**config.mk**
```make
export PLATFORM = sky130hd
export DESIGN_NAME = log_record_stream_decoder_core
export DESIGN_NICKNAME = d
export VERILOG_FILES = /design/src/rtl/lrsd_pkg.sv /design/src/rtl/lrsd_front.sv /design/src/rtl/lrsd_fifo.sv /design/src/rtl/lrsd_back.sv /design/src/rtl/log_record_stream_decoder_core.sv
export SDC_FILE = /design/constraint.sdc
export NUM_CORES = 2
export LEC_CHECK = 0
export ABC_AREA = 1
export ABC_CLOCK_PERIOD_IN_PS = 14000
export BUFFER_PORTS_ARGS = -buffer_cell sky130_fd_sc_hd__buf_4
export CAP_MARGIN = 20
export CORE_ASPECT_RATIO = 1.75
export CORE_MARGIN = 5
export CORE_UTILIZATION = 50
export CTS_CLUSTER_SIZE = 30
export DETAILED_ROUTE_END_ITERATION = 10
export GPL_TIMING_DRIVEN = 0
export PLACE_DENSITY = 0.7
export SYNTH_ARGS = -nofsm -noshare
export SYNTH_HDL_FRONTEND = slang
export SYNTH_HIERARCHICAL = 1
export SYNTH_SLANG_ARGS = --single-unit
```
**constraint.sdc**
```tcl
create_clock -name clk_i -period 14 [get_ports clk_i]
set_input_delay 0.7 -clock clk_i [delete_from_list [all_inputs] [get_ports clk_i]]
set_output_delay 0.7 -clock clk_i [all_outputs]
set_load 0.05 [all_outputs]
```
**src/rtl/lrsd_pkg.sv**
```systemverilog
package lrsd_pkg;

  localparam int unsigned LENGTH_BITS = 32;
  localparam logic [31:0] LEN_MASK    = 32'((64'd1 << LENGTH_BITS) - 64'd1);
  localparam logic [31:0] CRC_POLY    = 32'hEDB88320;
  localparam logic [31:0] CRC_ONES    = 32'hFFFFFFFF;
  localparam logic [31:0] HDR_BYTES   = 32'd21;
  localparam logic [7:0]  TYPE_DEL    = 8'd1;
  localparam logic [7:0]  TYPE_TTL    = 8'd2;
  localparam int unsigned FIFO_DEPTH  = 4;
  localparam int unsigned FIFO_AW     = $clog2(FIFO_DEPTH);

  typedef enum logic [1:0] {
    PH_HDR = 2'd0,
    PH_KEY = 2'd1,
    PH_VAL = 2'd2
  } phase_e;

  typedef enum logic [1:0] {
    KIND_KEY    = 2'd0,
    KIND_VAL    = 2'd1,
    KIND_STATUS = 2'd2
  } kind_e;

  typedef enum logic [2:0] {
    ST_OK        = 3'd0,
    ST_TRUNC     = 3'd1,
    ST_CRC       = 3'd2,
    ST_BAD_TYPE  = 3'd3,
    ST_ZERO_SEQ  = 3'd4,
    ST_DEL_VALUE = 3'd5,
    ST_TTL_SHORT = 3'd6,
    ST_TTL_ZERO  = 3'd7
  } status_e;

  // One classified input byte: an optional data byte and an optional status.
  typedef struct packed {
    logic        has_byte;
    logic        byte_is_val;
    logic [7:0]  data;
    logic        has_status;
    status_e     status;
    logic [7:0]  rec_type;
    logic [63:0] seq;
    logic [31:0] key_len;
    logic [31:0] val_len;
    logic [63:0] expiry;
    logic [33:0] rec_bytes;
  } entry_t;

  // Reflected CRC-32 over one byte.
  function automatic logic [31:0] crc_byte(input logic [31:0] crc, input logic [7:0] b);
    logic [31:0] c;
    c = crc ^ {24'd0, b};
    for (int k = 0; k < 8; k++) begin
      c = c[0] ? (CRC_POLY ^ (c >> 1)) : (c >> 1);
    end
    return c;
  endfunction

endpackage

```
**src/rtl/lrsd_front.sv**
```systemverilog
module lrsd_front (
  input  logic            clk_i,
  input  logic            rst_ni,
  input  logic            accept_i,
  input  logic [7:0]      in_byte_i,
  input  logic            end_of_buffer_i,
  output logic            wr_o,
  output lrsd_pkg::entry_t entry_o
);
  import lrsd_pkg::*;

  phase_e      phase_q, phase_d;
  logic [31:0] cnt_q, cnt_d, cnt_inc;
  logic [31:0] scrc_q, scrc_d;
  logic [31:0] crc_q, crc_d;
  logic [7:0]  type_q, type_d;
  logic [63:0] seq_q, seq_d;
  logic [31:0] ksz_q, ksz_d;
  logic [31:0] vsz_q, vsz_d;
  logic [63:0] exp_q, exp_d;
  logic [33:0] pos_q, pos_d;
  logic        hold_q, hold_d;
  logic        done, has_byte, byte_is_val, emit_st, ttl;
  status_e     st;
  logic [31:0] cnt_m5, cnt_m13, cnt_m17;

  assign cnt_inc = cnt_q + 32'd1;
  assign cnt_m5  = cnt_q - 32'd5;
  assign cnt_m13 = cnt_q - 32'd13;
  assign cnt_m17 = cnt_q - 32'd17;

  // Parse one byte and classify its results
  always_comb begin
    phase_d = phase_q; cnt_d = cnt_q; scrc_d = scrc_q; crc_d = crc_q;
    type_d = type_q; seq_d = seq_q; ksz_d = ksz_q; vsz_d = vsz_q;
    exp_d = exp_q; pos_d = pos_q + 34'd1; hold_d = hold_q;
    done = 1'b0; has_byte = 1'b0; byte_is_val = 1'b0;
    case (phase_q)
      PH_HDR: begin
        if (cnt_q < 32'd4) begin
          scrc_d[8*cnt_q[1:0] +: 8] = in_byte_i;
        end else begin
          crc_d = crc_byte(crc_q, in_byte_i);
          if (cnt_q == 32'd4) type_d = in_byte_i;
          else if (cnt_q < 32'd13) seq_d[8*cnt_m5[2:0] +: 8] = in_byte_i;
          else if (cnt_q < 32'd17) ksz_d[8*cnt_m13[1:0] +: 8] = in_byte_i;
          else vsz_d[8*cnt_m17[1:0] +: 8] = in_byte_i;
        end
        cnt_d = cnt_inc;
        if (cnt_inc >= HDR_BYTES) begin
          ksz_d = ksz_d & LEN_MASK;
          vsz_d = vsz_d & LEN_MASK;
          cnt_d = '0;
          if (ksz_d != 32'd0) phase_d = PH_KEY;
          else if (vsz_d != 32'd0) phase_d = PH_VAL;
          else done = 1'b1;
        end
      end
      PH_KEY: begin
        crc_d = crc_byte(crc_q, in_byte_i);
        has_byte = 1'b1;
        cnt_d = cnt_inc;
        if (cnt_inc >= ksz_q) begin
          cnt_d = '0;
          if (vsz_q != 32'd0) phase_d = PH_VAL;
          else done = 1'b1;
        end
      end
      default: begin
        crc_d = crc_byte(crc_q, in_byte_i);
        if (type_q == TYPE_TTL && cnt_q < 32'd8) begin
          exp_d[8*cnt_q[2:0] +: 8] = in_byte_i;
        end else begin
          has_byte = 1'b1;
          byte_is_val = 1'b1;
        end
        cnt_d = cnt_inc;
        if (cnt_inc >= vsz_q) done = 1'b1;
      end
    endcase

    // Pick the record status in priority order
    ttl = (type_d == TYPE_TTL);
    if (!done) st = ST_TRUNC;
    else if ((crc_d ^ CRC_ONES) != scrc_d) st = ST_CRC;
    else if (type_d > TYPE_TTL) st = ST_BAD_TYPE;
    else if (seq_d == 64'd0) st = ST_ZERO_SEQ;
    else if (type_d == TYPE_DEL && vsz_d != 32'd0) st = ST_DEL_VALUE;
    else if (ttl && vsz_d < 32'd8) st = ST_TTL_SHORT;
    else if (ttl && exp_d == 64'd0) st = ST_TTL_ZERO;
    else st = ST_OK;
    emit_st = done | end_of_buffer_i;

    entry_o.has_byte    = has_byte;
    entry_o.byte_is_val = byte_is_val;
    entry_o.data        = in_byte_i;
    entry_o.has_status  = emit_st;
    entry_o.status      = st;
    entry_o.rec_type    = type_d;
    entry_o.seq         = seq_d;
    entry_o.key_len     = ksz_d;
    entry_o.val_len     = ttl ? ((vsz_d >= 32'd8) ? vsz_d - 32'd8 : 32'd0) : vsz_d;
    entry_o.expiry      = (st != ST_TRUNC && ttl && vsz_d >= 32'd8) ? exp_d : 64'd0;
    entry_o.rec_bytes   = pos_d;

    // Start a new record after a status; drop bytes after an error
    if (emit_st) begin
      if (st != ST_OK && !end_of_buffer_i) hold_d = 1'b1;
      phase_d = PH_HDR; cnt_d = '0; scrc_d = '0; crc_d = CRC_ONES;
      type_d = '0; seq_d = '0; ksz_d = '0; vsz_d = '0; exp_d = '0; pos_d = '0;
    end
    if (hold_q) begin
      phase_d = phase_q; cnt_d = cnt_q; scrc_d = scrc_q; crc_d = crc_q;
      type_d = type_q; seq_d = seq_q; ksz_d = ksz_q; vsz_d = vsz_q;
      exp_d = exp_q; pos_d = pos_q;
      hold_d = !end_of_buffer_i;
    end
  end

  assign wr_o = accept_i & ~hold_q & (has_byte | emit_st);

  // Hold parser state
  always_ff @(posedge clk_i or negedge rst_ni) begin
    if (!rst_ni) begin
      phase_q <= PH_HDR; cnt_q <= '0; scrc_q <= '0; crc_q <= CRC_ONES;
      type_q <= '0; seq_q <= '0; ksz_q <= '0; vsz_q <= '0; exp_q <= '0;
      pos_q <= '0; hold_q <= 1'b0;
    end else if (accept_i) begin
      phase_q <= phase_d; cnt_q <= cnt_d; scrc_q <= scrc_d; crc_q <= crc_d;
      type_q <= type_d; seq_q <= seq_d; ksz_q <= ksz_d; vsz_q <= vsz_d;
      exp_q <= exp_d; pos_q <= pos_d; hold_q <= hold_d;
    end
  end

endmodule

```
**src/rtl/lrsd_fifo.sv**
```systemverilog
module lrsd_fifo (
  input  logic             clk_i,
  input  logic             rst_ni,
  input  logic             wr_i,
  input  lrsd_pkg::entry_t wdata_i,
  input  logic             rd_i,
  output lrsd_pkg::entry_t rdata_o,
  output logic             full_o,
  output logic             empty_o
);
  import lrsd_pkg::*;

  entry_t               mem_q [FIFO_DEPTH];
  logic [FIFO_AW-1:0]   wp_q, rp_q;
  logic [FIFO_AW:0]     cnt_q;

  assign full_o  = (cnt_q == (FIFO_AW+1)'(FIFO_DEPTH));
  assign empty_o = (cnt_q == '0);
  assign rdata_o = mem_q[rp_q];

  // Store words
  always_ff @(posedge clk_i) begin
    if (wr_i) mem_q[wp_q] <= wdata_i;
  end

  // Advance pointers
  always_ff @(posedge clk_i or negedge rst_ni) begin
    if (!rst_ni) begin
      wp_q <= '0; rp_q <= '0; cnt_q <= '0;
    end else begin
      if (wr_i) wp_q <= wp_q + FIFO_AW'(1);
      if (rd_i) rp_q <= rp_q + FIFO_AW'(1);
      cnt_q <= cnt_q + {{FIFO_AW{1'b0}}, wr_i} - {{FIFO_AW{1'b0}}, rd_i};
    end
  end

endmodule

```
**src/rtl/lrsd_back.sv**
```systemverilog
module lrsd_back (
  input  logic             clk_i,
  input  logic             rst_ni,
  input  lrsd_pkg::entry_t entry_i,
  input  logic             q_empty_i,
  output logic             q_rd_o,
  input  logic             pop,
  output logic             empty,
  output logic [1:0]       kind_o,
  output logic [7:0]       out_byte_o,
  output logic [7:0]       rec_type_o,
  output logic [63:0]      sequence_res_o,
  output logic [31:0]      key_length_o,
  output logic [31:0]      value_length_o,
  output logic [63:0]      expiry_ms_o,
  output logic [33:0]      record_bytes_o,
  output logic [2:0]       status_o,
  output logic             last_o
);
  import lrsd_pkg::*;

  logic sub_q, sub_d, sel_st, fin;

  assign empty  = q_empty_i;
  assign sel_st = !entry_i.has_byte | sub_q;
  assign fin    = sel_st | !entry_i.has_status;
  assign last_o = fin;
  assign q_rd_o = pop & !q_empty_i & fin;

  // Expand a word into its byte result, its status result, or the byte and then the status
  always_comb begin
    kind_o = sel_st ? KIND_STATUS : (entry_i.byte_is_val ? KIND_VAL : KIND_KEY);
    out_byte_o     = sel_st ? 8'd0 : entry_i.data;
    rec_type_o     = sel_st ? entry_i.rec_type : 8'd0;
    sequence_res_o = sel_st ? entry_i.seq : 64'd0;
    key_length_o   = sel_st ? entry_i.key_len : 32'd0;
    value_length_o = sel_st ? entry_i.val_len : 32'd0;
    expiry_ms_o    = sel_st ? entry_i.expiry : 64'd0;
    record_bytes_o = sel_st ? entry_i.rec_bytes : 34'd0;
    status_o       = sel_st ? entry_i.status : ST_OK;
    sub_d = sub_q;
    if (pop && !q_empty_i) sub_d = !fin;
  end

  always_ff @(posedge clk_i or negedge rst_ni) begin
    if (!rst_ni) sub_q <= 1'b0;
    else sub_q <= sub_d;
  end

endmodule

```
**src/rtl/log_record_stream_decoder_core.sv**
```systemverilog
// Channel  | Handshake           | Word
// ---------+---------------------+------------------------------------------
// input    | push / full         | in_byte_i, end_of_buffer_i
// result   | empty / pop         | kind, out_byte, header fields, status, last
//
// One input byte is taken per cycle while the queue has room; the parser,
// including the byte-wide CRC step and the status checks, is combinational,
// and its word is written into the queue, from which the result ports read.
// A byte that yields a data byte and a record status gives two result words, the byte and then the status.
// A four-word queue absorbs output stalls; full rises when four words wait.
// Reset is asynchronous, active low, and empties the queue.
module log_record_stream_decoder_core (
  input  logic        clk_i,
  input  logic        rst_ni,
  input  logic        push,
  output logic        full,
  input  logic [7:0]  in_byte_i,
  input  logic        end_of_buffer_i,
  output logic        empty,
  input  logic        pop,
  output logic [1:0]  kind_o,
  output logic [7:0]  out_byte_o,
  output logic [7:0]  rec_type_o,
  output logic [63:0] sequence_res_o,
  output logic [31:0] key_length_o,
  output logic [31:0] value_length_o,
  output logic [63:0] expiry_ms_o,
  output logic [33:0] record_bytes_o,
  output logic [2:0]  status_o,
  output logic        last_o
);
  import lrsd_pkg::*;

  entry_t wentry, rentry;
  logic   wr, rd, q_empty, accept;

  assign accept = push & ~full;

  lrsd_front u_front (
    .clk_i, .rst_ni, .accept_i(accept), .in_byte_i, .end_of_buffer_i,
    .wr_o(wr), .entry_o(wentry)
  );

  lrsd_fifo u_fifo (
    .clk_i, .rst_ni, .wr_i(wr), .wdata_i(wentry), .rd_i(rd),
    .rdata_o(rentry), .full_o(full), .empty_o(q_empty)
  );

  lrsd_back u_back (
    .clk_i, .rst_ni, .entry_i(rentry), .q_empty_i(q_empty), .q_rd_o(rd),
    .pop, .empty, .kind_o, .out_byte_o, .rec_type_o, .sequence_res_o,
    .key_length_o, .value_length_o, .expiry_ms_o, .record_bytes_o,
    .status_o, .last_o
  );

endmodule

```
==> reports/qor.csv <==
stage,metric,value,unit
timing,fin_crit_sh,60.1,%
timing,timing.fmax,119,MHz
logic_synthesis,synthFlopType,edfxtp_1,
logic_synthesis,syn_area,71600,µm²
layout,syn_to_final_growth,12.2,%
setup_path,critPathMostFrequentCell,nand2_1,
power_and_ir_drop,total_power,20300,µW
timing,min_period,8410,ps
layout,final_util,56.5,%
layout,final_cell_mix,"2,578 x nand2_1, 1,749 x inv_1, 992 x edfxtp_1",
layout,final_common_cell,nand2_1,
clocking,tritoncts,yes,
drt,vias,58300,
timing,holdWs,130,ps
grt,antenna_found_initial,6,
outcome,status,finished clean,
place,dp_hpwl,191000,µm
logic_synthesis,async_flop_share,25.6,%
logic_synthesis,synth_seq_cells,1333,
timing,final-hold-violation-count,0,
drt,drc,0,
setup_path,worstPathCellList,nand3_1 > nor2_2 > nand3_1 > nor3_1 > xor2_1 > inv_1 > ha_1 > nand2_1 > nor2_1 > nand2_1 > nor4_1 > nand4_1 > nand3_1 > nand2_1 > a21oi_1 > nand3_2 > nand2_2 > o21ai_0 > inv_1 > clkbuf_1 > nand2_1 > inv_8 > buf_16 > buf_16,
grt,grt_max_degree,109,
setup_path,critPathLaunchType,register,
grt,grt.total_usage,32.6,%
setup_path,crit_path_max_incr_delay,690,ps
timing,setup_violations,0,
clocking,ctsRootBufferMaster,clkbuf_16,
logic_synthesis,synth_nets,8597,
die,die_w,296,µm
clocking,cts-buffers-inserted,117,
logic_synthesis,synth-warning-count,6,
place,numPortBuffers,257,
clocking,h-tree-depth,3,
layout,nets,8993,
logic_synthesis,synth-compound-area-share,5.12,%
setup_path,cp_top_family,simple AND/OR/NAND/NOR gates,
setup_path,worstPathRequired,14370,ps
place,gp_congestion,1.07,
place,placed_cells,10600,
timing,fin_tns_setup,0,ps
grt,grt_pass1_vias,56900,
drt,first_iter_violations,5047,
timing,grt_setup_unrepaired,no,
setup_path,endpoint_kind,register,
logic_synthesis,synth.area.mux_share,0,%
power_and_ir_drop,peakVddDrop,0.275,mV
logic_synthesis,synth_top_family_by_area,simple AND/OR/NAND/NOR gates,
die,boundaryPins,263,
setup_path,critical_path.max_fanout,95,
clocking,clk_latency,780,ps
die,die_h,511,µm
timing,worst_pin_slew,1290,ps
min_path,hp-class,in2reg,
logic_synthesis,synth_xor_area_share,1.06,%
layout,instances_no_fill,10900,
logic_synthesis,netlist_instances,8502,
clocking,cts.sinks,1333,
die,rows,183,
logic_synthesis,yosysUniqueCellTypes,53,
timing,fin_worst_skew,65.1,ps
logic_synthesis,syn-mean-instance-area,8.43,µm²
setup_path,crit_slowest_cell,dfrtp_1,
die,design.die.area,151000,µm²
logic_synthesis,synth_adder_area_share,1.44,%
setup_path,cp.arrival,8780,ps
drt,routed_wirelength,253000,µm
run,max-cap-violations,0,
clocking,postCtsSetupBuffers,0,
timing,final_max_slew_viol_count,0,
drt,ant_nets,0,
clocking,cts_resized,0,
layout,fill_cells,12600,
setup_path,path_class,reg2reg,
timing,slew_headroom,13.7,%
drt,drt-vias-per-instance,5.37,
drt,wl_per_cell,23.3,µm
clocking,clockBufferDepth,3,
die,start_util,50.4,%
setup_path,worst-path-buf-inv,6,
logic_synthesis,synth_edf_count,992,
clocking,hold_buffers,1,
grt,grt_pass1_wl,366000,µm
logic_synthesis,synth-simple-area-share,26.3,%
clocking,path_clk_slew,70,ps
grt,grt_overflow,0,
power_and_ir_drop,powerDensity,253,nW/µm²
logic_synthesis,seq_area_frac_synth,53.6,%
die,coreArea,142000,µm²
power_and_ir_drop,leakage,0.0390,µW
layout,layout-drive-gt1-share,11.6,%
drt,first_pass_iters,6,
-- per-layer routing --
metal | track usage (%) | share of wire (%) | up-vias
li1 | - | - | 27400
met4 | 24.3 | 9.4 | 4
met2 | 58.0 | 51 | 2348
met1 | 35.0 | 34 | 27800
met5 | 0 | 0.0099 | -
met3 | 4.34 | 5.8 | 717
-- final cells by class --
class                      count  area (µm²)  area share (%)
antenna                        3        7.51         0.00934
buffer                       378        2260            2.82
clock buffer                 150        3230            4.02
clock inverter                73         805            1.00
inverter                    1779        6720            8.36
multi-input combinational   5012       24300            30.3
sequential                  1333       38400            47.7
tap                         1850        2310            2.88
timing repair buffer         277        2340            2.91
-- stage by stage --
stage,cell area (µm²),setup slack (ps)
global route,80400,5410
detailed placement,76300,5810
CTS,80300,5810
global placement,75900,-1880
floorplan,71600,5050
finish,80400,5590
-- where the power goes --
part           switching [µW]  internal [µW]
clock                    1530           1850
combinational            8680           3060
sequential                196           4980
-- state kept, by name, summed over array words and instances (netlist names) --
| name | flops |
|---|---|
| u_front/pos_q | 34 |
| u_front/cnt_q | 32 |
| u_front/vsz_q | 32 |
| u_front/seq_q | 64 |
| u_front/scrc_q | 32 |
| u_front/phase_q | 2 |
| u_front/crc_q | 32 |
| u_front/ksz_q | 32 |
| u_back/sub_q | 1 |
| u_front/type_q | 8 |
| u_front/exp_q | 64 |
| u_front/hold_q | 1 |
| u_fifo/mem_q | 992 |
| u_fifo/rp_q | 2 |
| u_fifo/wp_q | 2 |
| u_fifo/cnt_q | 3 |
-- synthesized netlist by cell type, drive strengths merged, types with 8 or more instances --
cell | count | area share (%)
clkbuf | 117 | 0.61
nand4 | 105 | 0.95
dfstp | 32 | 1.2
a31oi | 10 | 0.087
xor2 | 79 | 0.97
a21oi | 57 | 0.40
nor4 | 20 | 0.20
a32o | 8 | 0.11
o21ai | 357 | 2.5
nand3 | 730 | 5.2
nand2 | 2584 | 14
inv | 1777 | 9.3
xnor2 | 8 | 0.098
edfxtp | 992 | 42
nor2 | 712 | 6.0
nor3 | 49 | 0.39
dfrtp | 309 | 11
buf | 261 | 2.5
a22o | 57 | 0.70
o22ai | 122 | 1.1
ha | 81 | 1.4
-- kinds of logic (layout without fill, tap and decap cells) --
logic type      Yosys count  in the layout
simple gates           4210           4210
buf+inv                2157           2657
flops                  1333           1333
compound gates          633            633
xor+xnor                 87             87
fa+ha+maj                82             82
other cells               0              3
-- worst paths after layout --
kind / startpoint / endpoint / slack (ps) / cells past startpoint
hold / removal: in_byte_i[4] / u_fifo/mem_q[0][242] / 130 / 1
setup reg to reg: u_front/cnt_q[0] / u_fifo/mem_q[1][114] / 5590 / 24
min in group asynchronous: rst_ni / u_front/ksz_q[18] / 380 / 2
hold reg to reg: u_front/scrc_q[6] / u_front/scrc_q[6] / 490 / 2
setup / recovery: u_front/cnt_q[0] / u_fifo/mem_q[1][114] / 5590 / 24
max in group asynchronous: rst_ni / u_front/exp_q[37] / 12630 / 3
Power figures use the tool's default switching activity.
